[config.mk]
export PLATFORM = sky130hd
export DESIGN_NAME = fsrl_merge
export DESIGN_NICKNAME = d
export VERILOG_FILES = /design/src/rtl/fsrl_pkg.sv /design/src/rtl/fsrl_merge.sv
export SDC_FILE = /design/constraint.sdc
export NUM_CORES = 1
export LEC_CHECK = 0
export CAP_MARGIN = 40
export CORE_MARGIN = 4
export CORE_UTILIZATION = 70
export CTS_CLUSTER_DIAMETER = 50
export DETAILED_ROUTE_END_ITERATION = 8
export DONT_BUFFER_PORTS = 1
export GPL_TIMING_DRIVEN = 0
export PLACE_DENSITY = 0.86
export SETUP_SLACK_MARGIN = 0.05
export SKIP_LAST_GASP = 1
export SYNTH_ARGS = -nofsm -noshare
export SYNTH_HDL_FRONTEND = slang
export SYNTH_SLANG_ARGS = --single-unit
[constraint.sdc]
create_clock -name clk -period 12.9 [get_ports clk]
set_input_delay 0 -clock clk [delete_from_list [all_inputs] [get_ports clk]]
set_output_delay 0 -clock clk [all_outputs]
set_load 0.05 [all_outputs]
[src/rtl/fsrl_pkg.sv]
// ----------------------------------------------------------------------------
// Free-space turn-rate law package
// Shared widths, constants, channel geometry and the transaction side-band.
// ----------------------------------------------------------------------------
package fsrl_pkg;

    // Fixed-point format of every fractional quantity.
    localparam int FRAC_BITS = 12;

    // Field widths.
    localparam int OFFSET_W = 16;
    localparam int SPEED_W  = 13;
    localparam int RATE_W   = 12;
    localparam int H_W      = 13;
    localparam int MODE_W   = 2;

    // Stream widths, padded to whole bytes.
    localparam int IN_BITS  = 4 * OFFSET_W + 4;
    localparam int IN_W     = ((IN_BITS + 7) / 8) * 8;
    localparam int OUT_BITS = RATE_W + 1 + MODE_W + H_W;
    localparam int OUT_W    = ((OUT_BITS + 7) / 8) * 8;

    // Lane arithmetic widths.
    localparam int DIST_W   = 4;
    localparam int K_W      = 18;
    localparam int MAG_W    = 16;
    localparam int PROD_W   = MAG_W + K_W;
    localparam int SQ_W     = 32;
    localparam int NUM_W    = PROD_W + FRAC_BITS + 1;
    localparam int DEN_W    = 35;
    localparam int QUO_W    = 16;
    localparam int TRY_W    = NUM_W + QUO_W;
    localparam int LRATE_W  = QUO_W;

    // Lane pipeline: one product stage plus one divider stage per quotient bit
    // plus the stage that forms numerator and denominator.
    localparam int LANE_LAT = QUO_W + 2;
    localparam int MERGE_LAT = 2;
    localparam int PIPE_LAT = LANE_LAT + MERGE_LAT;

    // Merge arithmetic.
    localparam int SUM_W    = 20;
    localparam int RECIP_SH = 24;
    localparam int RECIP5   = ((1 << RECIP_SH) + 4) / 5;
    localparam int RECIP_W  = 22;

    // Output constants.
    localparam int RATE_LIMIT  = ((3 << FRAC_BITS) + 5) / 10;
    localparam int H_MIDFAR    = ((13 << FRAC_BITS) + 50) / 100;
    localparam int H_NEARMID   = ((2 << FRAC_BITS) + 5) / 10;
    localparam int H_NEARCLOSE = ((29 << FRAC_BITS) + 50) / 100;
    localparam int H_OBSTACLE  = -(1 << FRAC_BITS);
    localparam int SPEED_RESET = ((18 << FRAC_BITS) + 50) / 100;

    // Channel selectors.
    typedef enum logic [1:0] {
        CH_NEAR  = 2'd0,
        CH_MID   = 2'd1,
        CH_FAR   = 2'd2,
        CH_CLOSE = 2'd3
    } chan_t;

    // Blend modes.
    typedef enum logic [MODE_W-1:0] {
        MODE_OBSTACLE  = 2'd0,
        MODE_NEARCLOSE = 2'd1,
        MODE_NEARMID   = 2'd2,
        MODE_MIDFAR    = 2'd3
    } mode_t;

    // Side-band that travels beside the lanes.
    typedef struct packed {
        mode_t mode;
        logic  ok;
    } meta_t;

    // Distance of a row as a fraction dd/dn metres.
    function automatic logic [DIST_W-1:0] chan_dd(input chan_t ch);
        logic [DIST_W-1:0] r;
        case (ch)
            CH_NEAR:  r = 4'd1;
            CH_MID:   r = 4'd1;
            CH_FAR:   r = 4'd13;
            CH_CLOSE: r = 4'd9;
            default:  r = 4'd1;
        endcase
        return r;
    endfunction

    function automatic logic [DIST_W-1:0] chan_dn(input chan_t ch);
        logic [DIST_W-1:0] r;
        case (ch)
            CH_NEAR:  r = 4'd1;
            CH_MID:   r = 4'd2;
            CH_FAR:   r = 4'd4;
            CH_CLOSE: r = 4'd10;
            default:  r = 4'd1;
        endcase
        return r;
    endfunction

    // Fusion weight reported for each mode.
    function automatic logic [H_W-1:0] mode_weight(input mode_t m);
        logic [H_W-1:0] r;
        case (m)
            MODE_OBSTACLE:  r = H_W'(H_OBSTACLE);
            MODE_NEARCLOSE: r = H_W'(H_NEARCLOSE);
            MODE_NEARMID:   r = H_W'(H_NEARMID);
            MODE_MIDFAR:    r = H_W'(H_MIDFAR);
            default:        r = H_W'(H_OBSTACLE);
        endcase
        return r;
    endfunction

endpackage

[src/rtl/fsrl_merge.sv]
// ----------------------------------------------------------------------------
// Lane merge
// Blends two channel rates by mode, rounds the quotient, saturates to the
// rate limit, forces the rate to zero when it is not valid and forms the result fields.
// ----------------------------------------------------------------------------
module fsrl_merge (
    input  logic                                 clk,
    input  logic                                 adv,
    input  fsrl_pkg::meta_t                      meta,
    input  logic signed [fsrl_pkg::LRATE_W-1:0]  near_rate,
    input  logic signed [fsrl_pkg::LRATE_W-1:0]  mid_rate,
    input  logic signed [fsrl_pkg::LRATE_W-1:0]  far_rate,
    input  logic signed [fsrl_pkg::LRATE_W-1:0]  close_rate,
    output logic signed [fsrl_pkg::RATE_W-1:0]   turn_rate,
    output logic                                 rate_valid,
    output fsrl_pkg::mode_t                      mode,
    output logic signed [fsrl_pkg::H_W-1:0]      fusion_weight
);

    localparam int SW = fsrl_pkg::SUM_W;

    logic signed [SW-1:0]          blend;
    logic                          div5;
    logic [SW-1:0]                 bmag;
    logic [SW-1:0]                 mag_reg;
    logic                          neg_reg;
    logic                          div5_reg;
    fsrl_pkg::meta_t               meta_reg;
    logic [SW+fsrl_pkg::RECIP_W-1:0] prod;
    logic [SW-1:0]                 quo;
    logic [SW-1:0]                 sat;
    logic signed [fsrl_pkg::RATE_W-1:0] rate_next;
    logic signed [fsrl_pkg::RATE_W-1:0] rate_reg;
    logic                          ok_reg;
    fsrl_pkg::mode_t               mode_reg;

    // Weighted sum of the two rows that the mode selects.
    always_comb
    begin
        case (meta.mode)
            fsrl_pkg::MODE_NEARCLOSE:
            begin
                blend = SW'(2 * SW'(close_rate)) + SW'(3 * SW'(near_rate));
                div5  = 1'b1;
            end
            fsrl_pkg::MODE_NEARMID:
            begin
                blend = SW'(mid_rate) + SW'(near_rate);
                div5  = 1'b0;
            end
            fsrl_pkg::MODE_MIDFAR:
            begin
                blend = SW'(3 * SW'(mid_rate)) + SW'(2 * SW'(far_rate));
                div5  = 1'b1;
            end
            default:
            begin
                blend = '0;
                div5  = 1'b0;
            end
        endcase
        // Add half the divisor so the quotient rounds ties away from zero.
        bmag = (blend[SW-1] ? SW'(-blend) : SW'(blend)) + (div5 ? SW'(2) : SW'(1));
    end

    // Blend stage.
    always_ff @(posedge clk)
    begin
        if (adv)
        begin
            mag_reg  <= bmag;
            neg_reg  <= blend[SW-1];
            div5_reg <= div5;
            meta_reg <= meta;
        end
    end

    // Divide by five through a reciprocal, or by two through a shift, then clamp.
    always_comb
    begin
        prod = (SW + fsrl_pkg::RECIP_W)'(mag_reg)
             * (SW + fsrl_pkg::RECIP_W)'(fsrl_pkg::RECIP5);
        quo  = div5_reg ? SW'(prod >> fsrl_pkg::RECIP_SH) : (mag_reg >> 1);
        sat  = (quo > SW'(fsrl_pkg::RATE_LIMIT)) ? SW'(fsrl_pkg::RATE_LIMIT) : quo;
        if (!meta_reg.ok)
            rate_next = '0;
        else if (neg_reg)
            rate_next = -$signed(fsrl_pkg::RATE_W'(sat));
        else
            rate_next = $signed(fsrl_pkg::RATE_W'(sat));
    end

    // Result register.
    always_ff @(posedge clk)
    begin
        if (adv)
        begin
            rate_reg <= rate_next;
            ok_reg   <= meta_reg.ok;
            mode_reg <= meta_reg.mode;
        end
    end

    assign turn_rate     = rate_reg;
    assign rate_valid    = ok_reg;
    assign mode          = mode_reg;
    assign fusion_weight = $signed(fsrl_pkg::mode_weight(mode_reg));

endmodule

# ---- Yosys cells after proc, flatten, opt, wreduce, memory -nomap -nowiden
# Cells that the tools add are included.
dict set report totals {
  rom_bits 0
  ram_bits 0
  reg_bits 40
  elab_cells 34
  latchBits 0
  mem_count 0
  input_bits 69
}
dict set report op_classes {
  reduce_logical 2
  bitwise_logic 0
  magnitude_cmp 1
  shifts 0
  n_addsub 6
  n_eq_ne 6
  div 0
  muxes 8
  n_mul 3
}
# cell n
set ops {}
lappend ops {{$pmux W20 S3} 1}
lappend ops {{$pmux W13 S4} 1}
lappend ops {{$mul A20 B20 Y40 const B} 1}
lappend ops {{$mul A3 B16 Y19 const A} 2}
lappend ops {{$mux W12} 2}
lappend ops {{$add A17 B19 Y20} 1}
lappend ops {{$add A19 B17 Y20} 1}
lappend ops {{$add A20 B3 Y20} 1}
lappend ops {{$mux W20} 1}
lappend ops {{$neg A20 Y20} 1}
lappend ops {{$gt A19 B11 Y1 const B} 1}
lappend ops {{$mux W19} 1}
lappend ops {{$add A16 B16 Y17} 1}
lappend ops {{$neg A12 Y12} 1}
lappend ops {{$eq A2 B2 Y1 const B} 4}
lappend ops {{$eq A2 B1 Y1 const B} 2}
lappend ops {{$logic_not A2 Y1} 1}
lappend ops {{$mux W2} 1}
lappend ops {{$reduce_or A2 Y1} 1}
lappend ops {{$mux W1} 1}

# ---- Longest topological paths before layout
# Gate-level depths: netlist of run 1.
dict set report depth {
  word_depth 6
  ltp_mapped 33
}

# ---- Worst setup path before layout of run 1
# No wires, ideal clock.
dict set report synth_timing {
  path_kind {reg2reg}
  from {register mag_reg[7]}
  to {register rate_reg (netlist bit turn_rate[10]) (data pin)}
  required_time_ns 12.643
  stages_incl_launch_ff 32
  arrival_time_ns 7.801
  setup_slack_ns 4.842
  path_buffers 1
  setup_ns 0.257
  period_less_slack_ns 8.058
  cell_sequence {edfxtp_1 > ha_1 > inv_1 > fa_1 > inv_1 > fa_1 > fa_1 > inv_1 > fa_1 > inv_1 > fa_1 > ha_1 > ha_1 > nand2_1 > nor3_1 > nand3_1 > or2_2 > and3_1 > o21ai_0 > mux2_2 > o31ai_1 > nand3_1 > nor2_1 > buf_2 > and2_1 > ha_1 > and3_1 > nand2_1 > nor2_1 > and3_1 > mux2i_1 > a32o_1}
}
dict set report synth_via {
  elab_chain_cells 6
}
# item line_no
set synth_lines {}
lappend synth_lines {{start, declared} fsrl_merge.sv:25} ;# logic [SW-1:0] mag_reg;
lappend synth_lines {{start signal, assigned} fsrl_merge.sv:71} ;# mag_reg <= bmag;
lappend synth_lines {{$mul A20 B20 Y40} fsrl_merge.sv:82} ;# * (SW + fsrl_pkg::RECIP_W)'(fsrl_pkg::RECIP5);
lappend synth_lines {{$mux W19 *} fsrl_merge.sv:83} ;# quo = div5_reg ? SW'(prod >> fsrl_pkg::RECIP_SH) : (mag_reg >> 1);
lappend synth_lines {{$gt A19 B11 Y1} fsrl_merge.sv:84} ;# sat = (quo > SW'(fsrl_pkg::RATE_LIMIT)) ? SW'(fsrl_pkg::RATE_LIMIT) : quo;
lappend synth_lines {{$mux W12 *} fsrl_merge.sv:84}
lappend synth_lines {{$neg A12 Y12} fsrl_merge.sv:88} ;# rate_next = -$signed(fsrl_pkg::RATE_W'(sat));
lappend synth_lines {{$mux W12 *} fsrl_merge.sv:87} ;# else if (neg_reg)
lappend synth_lines {{end signal, assigned} fsrl_merge.sv:98} ;# rate_reg <= rate_next;
lappend synth_lines {{end, declared} fsrl_merge.sv:33} ;# logic signed [fsrl_pkg::RATE_W-1:0] rate_reg;
# Every way passes the cells marked *; elsewhere a longest branch is shown, timed or not.
# A chain may end at the register's enable or synchronous reset.

# ---- Worst setup path in the final report of run 1
dict set report layout_timing {
  from {register mag_reg[5]}
  to {register rate_reg (netlist bit turn_rate[10]) (data pin)}
}
# Same word-level chain as after synthesis.

==> run summary, run 1 <==
The logs give 71.3% for the effective utilization at floorplan and 0.29 ns for the clock latency at the later pin of the worst-skew pair. The floorplan step defined a die boundary enclosing 23,800 um^2. The tools report the count of unique library cells instantiated by Yosys as 94.

Yosys printed 0 warnings. The final-report setup violation count is 0, and the post-route clock skew is 0.0107 ns. Entering global routing, the biggest net connects 41 pins. The number of enable-type register cells in the synthesized netlist works out to 40. The tools report the via count of the first global-routing pass as 12,900. Averaged over all synthesized cells, the footprint is 8.71 um^2. The worst setup path is of the flop to flop kind. In the routed design, unresolved DRC markers number 0. The tools report the sum of negative setup slack as 0 ns.

In this design, the critical path's most frequently occurring cell is ha_1. For the count of final hold-check violations, the log shows 0. The primary flip-flop cell chosen by synthesis mapping is edfxtp_1. Synthesis produced a netlist whose cell count is 1,722. The count of routing violations after the opening detailed-route iteration came out at 851. 97 I/O pins were placed. The first global-routing pass estimated 62.0 mm of wire.

The routed length per instance is 18.6 um. STA classifies the critical path endpoint as a flop. In this run the worst path has a maximum fanout of 10. For this block, the routed nets add up to 37.4 mm of wire.

For this run, the register share of the synthesized area comes to 8.01%. The number of standard-cell rows in the floorplan is 53. The detail-routed via count per cell is 6.19, and the fraction of synthesis flops using an asynchronous set or reset pin is 0%. For the core area, the log shows 21,000 um^2. The worst setup path is launched from a flop.

Final critical path time including I/O delays and setup: 9.36 ns. TritonCTS built the clock tree. The top cell type by area accounts for 24.8% of the synthesized area. The post-route clock period utilization works out to 72.5%. The tree is rooted in a clkbuf_16. The die is 154 um wide.

The slowest stage of the critical path is the edfxtp_1 cell. For the data required time of the worst path, the log shows 12.94 ns. The net count of the finished layout is 2,266. The congestion estimate from routability-driven global placement came to 0.971. The number of antenna diodes in the final layout is 0. Number of buffers created by CTS: 5. Total number of vias: 12,500.

The max-cap violation count is 0. The number of flip-flops and latches in the synthesized netlist was 40; the antenna violation net count after detailed routing was 0. The overall die height was 154 um; the clock-pin slew on the worst setup and hold paths was 0.06 ns. The tightest min-delay check is of the input port to flop type. The peak per-stage delay on the critical path is 0.61 ns, and the number of sinks on the clock net is 40. After synthesis the cells add up to 15,000 um^2.

Library cell with the largest summed area after synthesis: ha_1. The ratio of cells with drive above 1 in the final layout works out to 4.49%. For the pin with the worst max-slew slack, the measured transition is 0.776 ns. Detailed placement finished with a half-perimeter wire length of 32.7 mm.

For this run, the top clock speed supported by timing is 0.107 GHz. The total routing usage reported by global routing is 31.7%, and the worst slew slack as a fraction of its limit is 48.2%. The number of max-slew violations in the final report was 0. Counting the fill cells in the layout gives 1,555. By area the synthesized netlist is led by ha_1 (25%), fa_1 (22%), inv_1 (9.5%). At the worst endpoint, the arrival time is 9.40 ns. The tools report the total congestion overflow as 0. Initial antenna violation count: 0. The number of flip-flops under the largest register name is 20, and the count of H-tree levels built during CTS is 2. During placement, the flow inserted port buffers numbering 0. The pre-antenna-repair detailed-routing pass consisted of 6 iterations. The number of buffers on the longest clock path is 2.

Setup repair after global routing left no endpoint under its margin. The run finished with clean final reports. The area growth from synthesis to layout is 3.85%.
## path summary, 6_finish.rpt
path | slack, ns | to | cells after the start | start
worst max-delay path | 3.54 | turn_rate[10] | 31 | mag_reg[5]
worst min register to register | 0.42 | mode[0] | 0 | meta_reg[1]
worst max register to register | 3.54 | turn_rate[10] | 31 | mag_reg[5]
worst min-delay path | 0.07 | turn_rate[9] | 1 | adv
## cell type report
class | instances | area, um^2 | share of cell area (%)
multi-input cells | 1272 | 12200 | 78.3
plain buffers | 30 | 168 | 1.08
inverters | 382 | 1430 | 9.21
flip-flops and latches | 40 | 1200 | 7.72
repair buffers | 5 | 57.6 | 0.370
well taps | 275 | 344 | 2.21
clock inverters | 3 | 42.5 | 0.273
clock buffers | 5 | 125 | 0.804
## cell usage in the layout (no fill, tap or decap), types with 33 or more instances in the layout
cell type	instances
inv_1	381
nand2_1	94
xnor2_1	44
xor2_1	33
ha_1	297
a21oi_1	66
nand3_1	42
nor2_1	91
o21ai_0	61
fa_1	164
edfxtp_1	40
## critical path: cells and delay by family, from the launching register on
| family | cells | cell delay (ns) |
|---|---|---|
| flops | 1 | 0.61 |
| simple gates | 13 | 2.94 |
| compound gates | 3 | 0.85 |
| xor+xnor | 1 | 0.19 |
| fa+ha+maj | 9 | 3.69 |
| buf+inv | 3 | 0.35 |
| mux | 2 | 0.45 |
## cell families after synthesis
group | synth area share (%)
simple gates | 13.3
compound gates | 15.2
flops | 8.01
xor+xnor | 4.50
other cells | 0.0250
buf+inv | 10.7
fa+ha+maj | 46.7
mux | 1.67
## routing by layer
| layer | vias up | share of wire (%) | GRT usage [%] | wire [um] |
|---|---|---|---|---|
| li1 | 5882 | - | - | - |
| met5 | - | 0 | 0 | 0 |
| met1 | 5946 | 38 | 36.7 | 14300 |
| met2 | 494 | 51 | 58.6 | 19000 |
| met3 | 131 | 5.6 | 3.44 | 2080 |
| met4 | 0 | 5.5 | 14.5 | 2050 |
## cells in the mapped netlist, drive strengths merged (9+ instances only)
library cell / n
nor2: 93
clkbuf: 13
a31oi: 10
o31ai: 11
and2: 20
or2: 16
ha: 297
o21a: 9
a21oi: 66
mux2i: 16
o21ai: 68
and3: 12
nand3: 42
a211o: 11
nand2: 94
a21o: 24
nor2b: 10
xor2: 33
xnor2: 44
nand2b: 15
buf: 17
nor4: 17
edfxtp: 40
a211oi: 19
o211ai: 18
or3: 14
fa: 164
inv: 381
nand4: 10
nor3: 24
## stage by stage
step                util, %  cell area [um^2]  cells  setup WS [ns]  hold slack [ns]
CTS                    74.1             15600   2012           3.62           0.0639
detailed placement     73.0             15300   2000           3.65           0.0990
finish                 74.1             15600   2012           3.54           0.0656
global route           74.1             15600   2012           3.14           0.0677
global placement       73.0             15300   1999           3.67           0.0989
floorplan                 -             15000   1724           4.84           0.0989
## timing repair
action | in CTS | in global routing
hold endpoints to repair | 43 | 0
hold buffers | 4 | 0
resized for setup | 0 | 0
setup buffers | 0 | 0
Power of run 1 is left out: the tool's default activity adds up to more than one toggle a clock period on the data nets, which glitch-free logic cannot reach.
==> inputs of run 2 (changes only) <==
Settings changed: CORE_UTILIZATION 70 to 68, PLACE_DENSITY 0.86 to 0.84.
Clock period 12.9 ns to 9.15 ns, I/O delays scaled along.
==> run summary, run 2 (synthesis gave the netlist of run 1 again) <==
The detailed placer's ending HPWL was 32.7 mm (about the same). The effective utilization at floorplan is 68.9% (was 71.3%), and the clock-pin slew on the worst setup and hold paths is 0.06 ns (about the same). The data required time of the worst path came out at 9.19 ns (was 12.94 ns). Detail-routed via count per cell: 6.10 (was 6.19).

The count of placed standard cells including taps is 2,005 (was 2,000). For the number of sinks on the clock net, the log shows 40 (unchanged). Post-route clock period utilization: 97.3% (was 72.5%).

The routed length per instance is 18.8 um (was 18.6 um), and the area overhead of the layout relative to synthesis is 6.17% (was 3.85%). The classification of the worst-slack hold path is input port to flop (unchanged). The logs give 24,500 um^2 (was 23,800 um^2) for the overall die area and 12,500 (was 12,900) for the via count of the first global-routing pass. The run gives 5 (was 6) as the detailed-router iteration count before antenna repair. The antenna violation net count after detailed routing was 0 (unchanged); the worst slew slack as a fraction of its limit was 48.2% (about the same). The run finished with clean final reports. The tools report the final net count as 2,298 (was 2,266). The tools report the global-route wire length before repair as 61.1 mm (was 62.0 mm). The cell occurring most often along the worst timing path is fa_1 (was ha_1). The cell at the root of the clock tree was clkbuf_16 (unchanged). The count of routing violations after the opening detailed-route iteration came out at 753 (was 851). The final-report setup violation count is 0 (unchanged), and the peak per-stage delay on the critical path is 0.60 ns (was 0.61 ns). Number of flip-flops under the largest register name: 20 (unchanged). The logs give 38.6 mm (was 37.4 mm) for the final routed wirelength across all metal layers and 0.29 ns (about the same) for the clock latency at the later pin of the worst-skew pair.

Total congestion overflow: 0 (unchanged). The die span in x was 156 um (was 154 um). Max-cap violation count: 0 (unchanged). The critical path's slowest cell was fa_1 (was edfxtp_1).

The antenna cell count is 0 (unchanged). For the total number of vias, the log shows 12,500 (about the same). The logs give 8.94 ns (was 9.40 ns) for the arrival time of the worst setup path and 97 (unchanged) for the number of top-level design ports. The number of max-slew violations in the final report is 0 (unchanged), and the initial antenna violation count is 0 (unchanged).

Number of standard-cell rows in the floorplan: 54 (was 53). The run gives 30.9% (was 31.7%) as the total routing usage reported by global routing. The number of buffers on the longest clock path was 2 (unchanged); the highest achievable clock rate was 0.112 GHz (was 0.107 GHz).

TritonCTS built the clock tree. The run gives 1,662 (was 1,555) as the layout filler cell count. The overall die height was 156 um (was 154 um); the final weighted congestion in routability-driven placement was 0.960 (was 0.971). The tools report the number of DRC violations after detailed routing as 0 (unchanged). The final critical path time including I/O delays and setup works out to 8.90 ns (was 9.36 ns).

Kind of end point of the critical path: a flop (unchanged). The core area was 21,800 um^2 (was 21,000 um^2); the largest net degree at the start of global routing was 41 (unchanged). The post-route clock skew was 0.00443 ns (was 0.0107 ns). Leading cell types in the layout, fill and taps excluded: inv_1 (381), ha_1 (289), fa_1 (164) (was inv_1 (381), ha_1 (297), fa_1 (164)). The tools report the critical path launch point type as a flop (unchanged). Most common cell after layout, fill and taps aside: inv_1 (unchanged). For the count of final hold-check violations, the log shows 0 (unchanged).

The tools report the count of H-tree levels built during CTS as 2 (unchanged). The transition at the pin with the smallest max-transition slack was 0.777 ns (was 0.776 ns); the count of input and output buffers was 0 (unchanged). The ratio of cells with drive above 1 in the final layout was 7.29% (was 4.49%). The worst-path maximum fanout was 10 (unchanged); the non-filler instance count after layout was 2,049 (was 2,012). The category of the critical setup timing path is flop to flop (unchanged).

Number of buffers created by CTS: 5 (unchanged).
==> run 2: cell types whose count changed in the layout (fill, tap and decap cells not counted), moves of 2 or more <==
| cell | change |
|---|---|
| a211oi_1 | -2 |
| a211oi_2 | +2 |
| buf_4 | +32 |
| ha_1 | -8 |
| ha_2 | +8 |
==> run 2: what timing repair did <==
action,in CTS,in global routing
buffers inserted,12,20
pin swaps,0,4
hold buffers,4,0
endpoints found under the hold margin,43,0
gates resized for setup,3,19
setup endpoints to repair,2,4
==> run 2: through the flow <==
stage,utilization (%),setup TNS (ns),cell area (um^2),setup slack [ns],hold slack [ns]
detailed placement,70.6,-0.308,15400,-0.171,0.0990
global placement,70.5,-0.180,15300,-0.104,0.0990
CTS,72.1,0,15700,0.125,0.0614
finish,73.2,0,15900,0.250,0.0594
global route,73.2,-0.0733,15900,-0.0511,0.0673
floorplan,-,0,15000,1.09,0.0989
==> run 2: critical path, delay by kind of cell (launching register included) <==
family                     cells  cell delay [ns]
buffers and inverters          3             0.30
muxes                          1             0.22
adders and majority gates      9             4.15
DFF                            1             0.56
xor gates and xnor gates       2             0.39
AOI/OAI and AO/OA              4             1.30
and+or+nand+nor                9             1.71
==> run 2: layout make-up <==
cell class	instances	area (um^2)	share of cell area (%)
Timing Repair Buffer	37	298	1.87
Inverter	382	1430	9.01
Multi-Input combinational cell	1272	12300	77.2
Clock buffer	5	125	0.786
Clock inverter	3	46.3	0.291
Sequential cell	40	1200	7.55
Buffer	30	168	1.05
Tap cell	280	350	2.20
==> run 2: worst paths after layout <==
check	from	endpoint	slack, ns	cells after the start
worst max-delay path	mag_reg[12]	turn_rate[8]	0.25	28
worst min-delay path	adv	mode[0]	0.06	1
worst max register to register	mag_reg[12]	turn_rate[8]	0.25	28
worst min register to register	meta_reg[2]	mode[1]	0.42	0
==> run 2: per-layer routing <==
layer / track usage (%) / part of all wire, % / vias to the layer above / wire, um
li1: - / - / 5928 / -
met1: 36.0 / 38 / 5982 / 14600
met2: 56.9 / 51 / 467 / 19800
met3: 3.48 / 5.3 / 129 / 2060
met4: 13.9 / 5.4 / 0 / 2080
met5: 0 / 0 / - / 0
Power of run 2 is left out for the same reason.
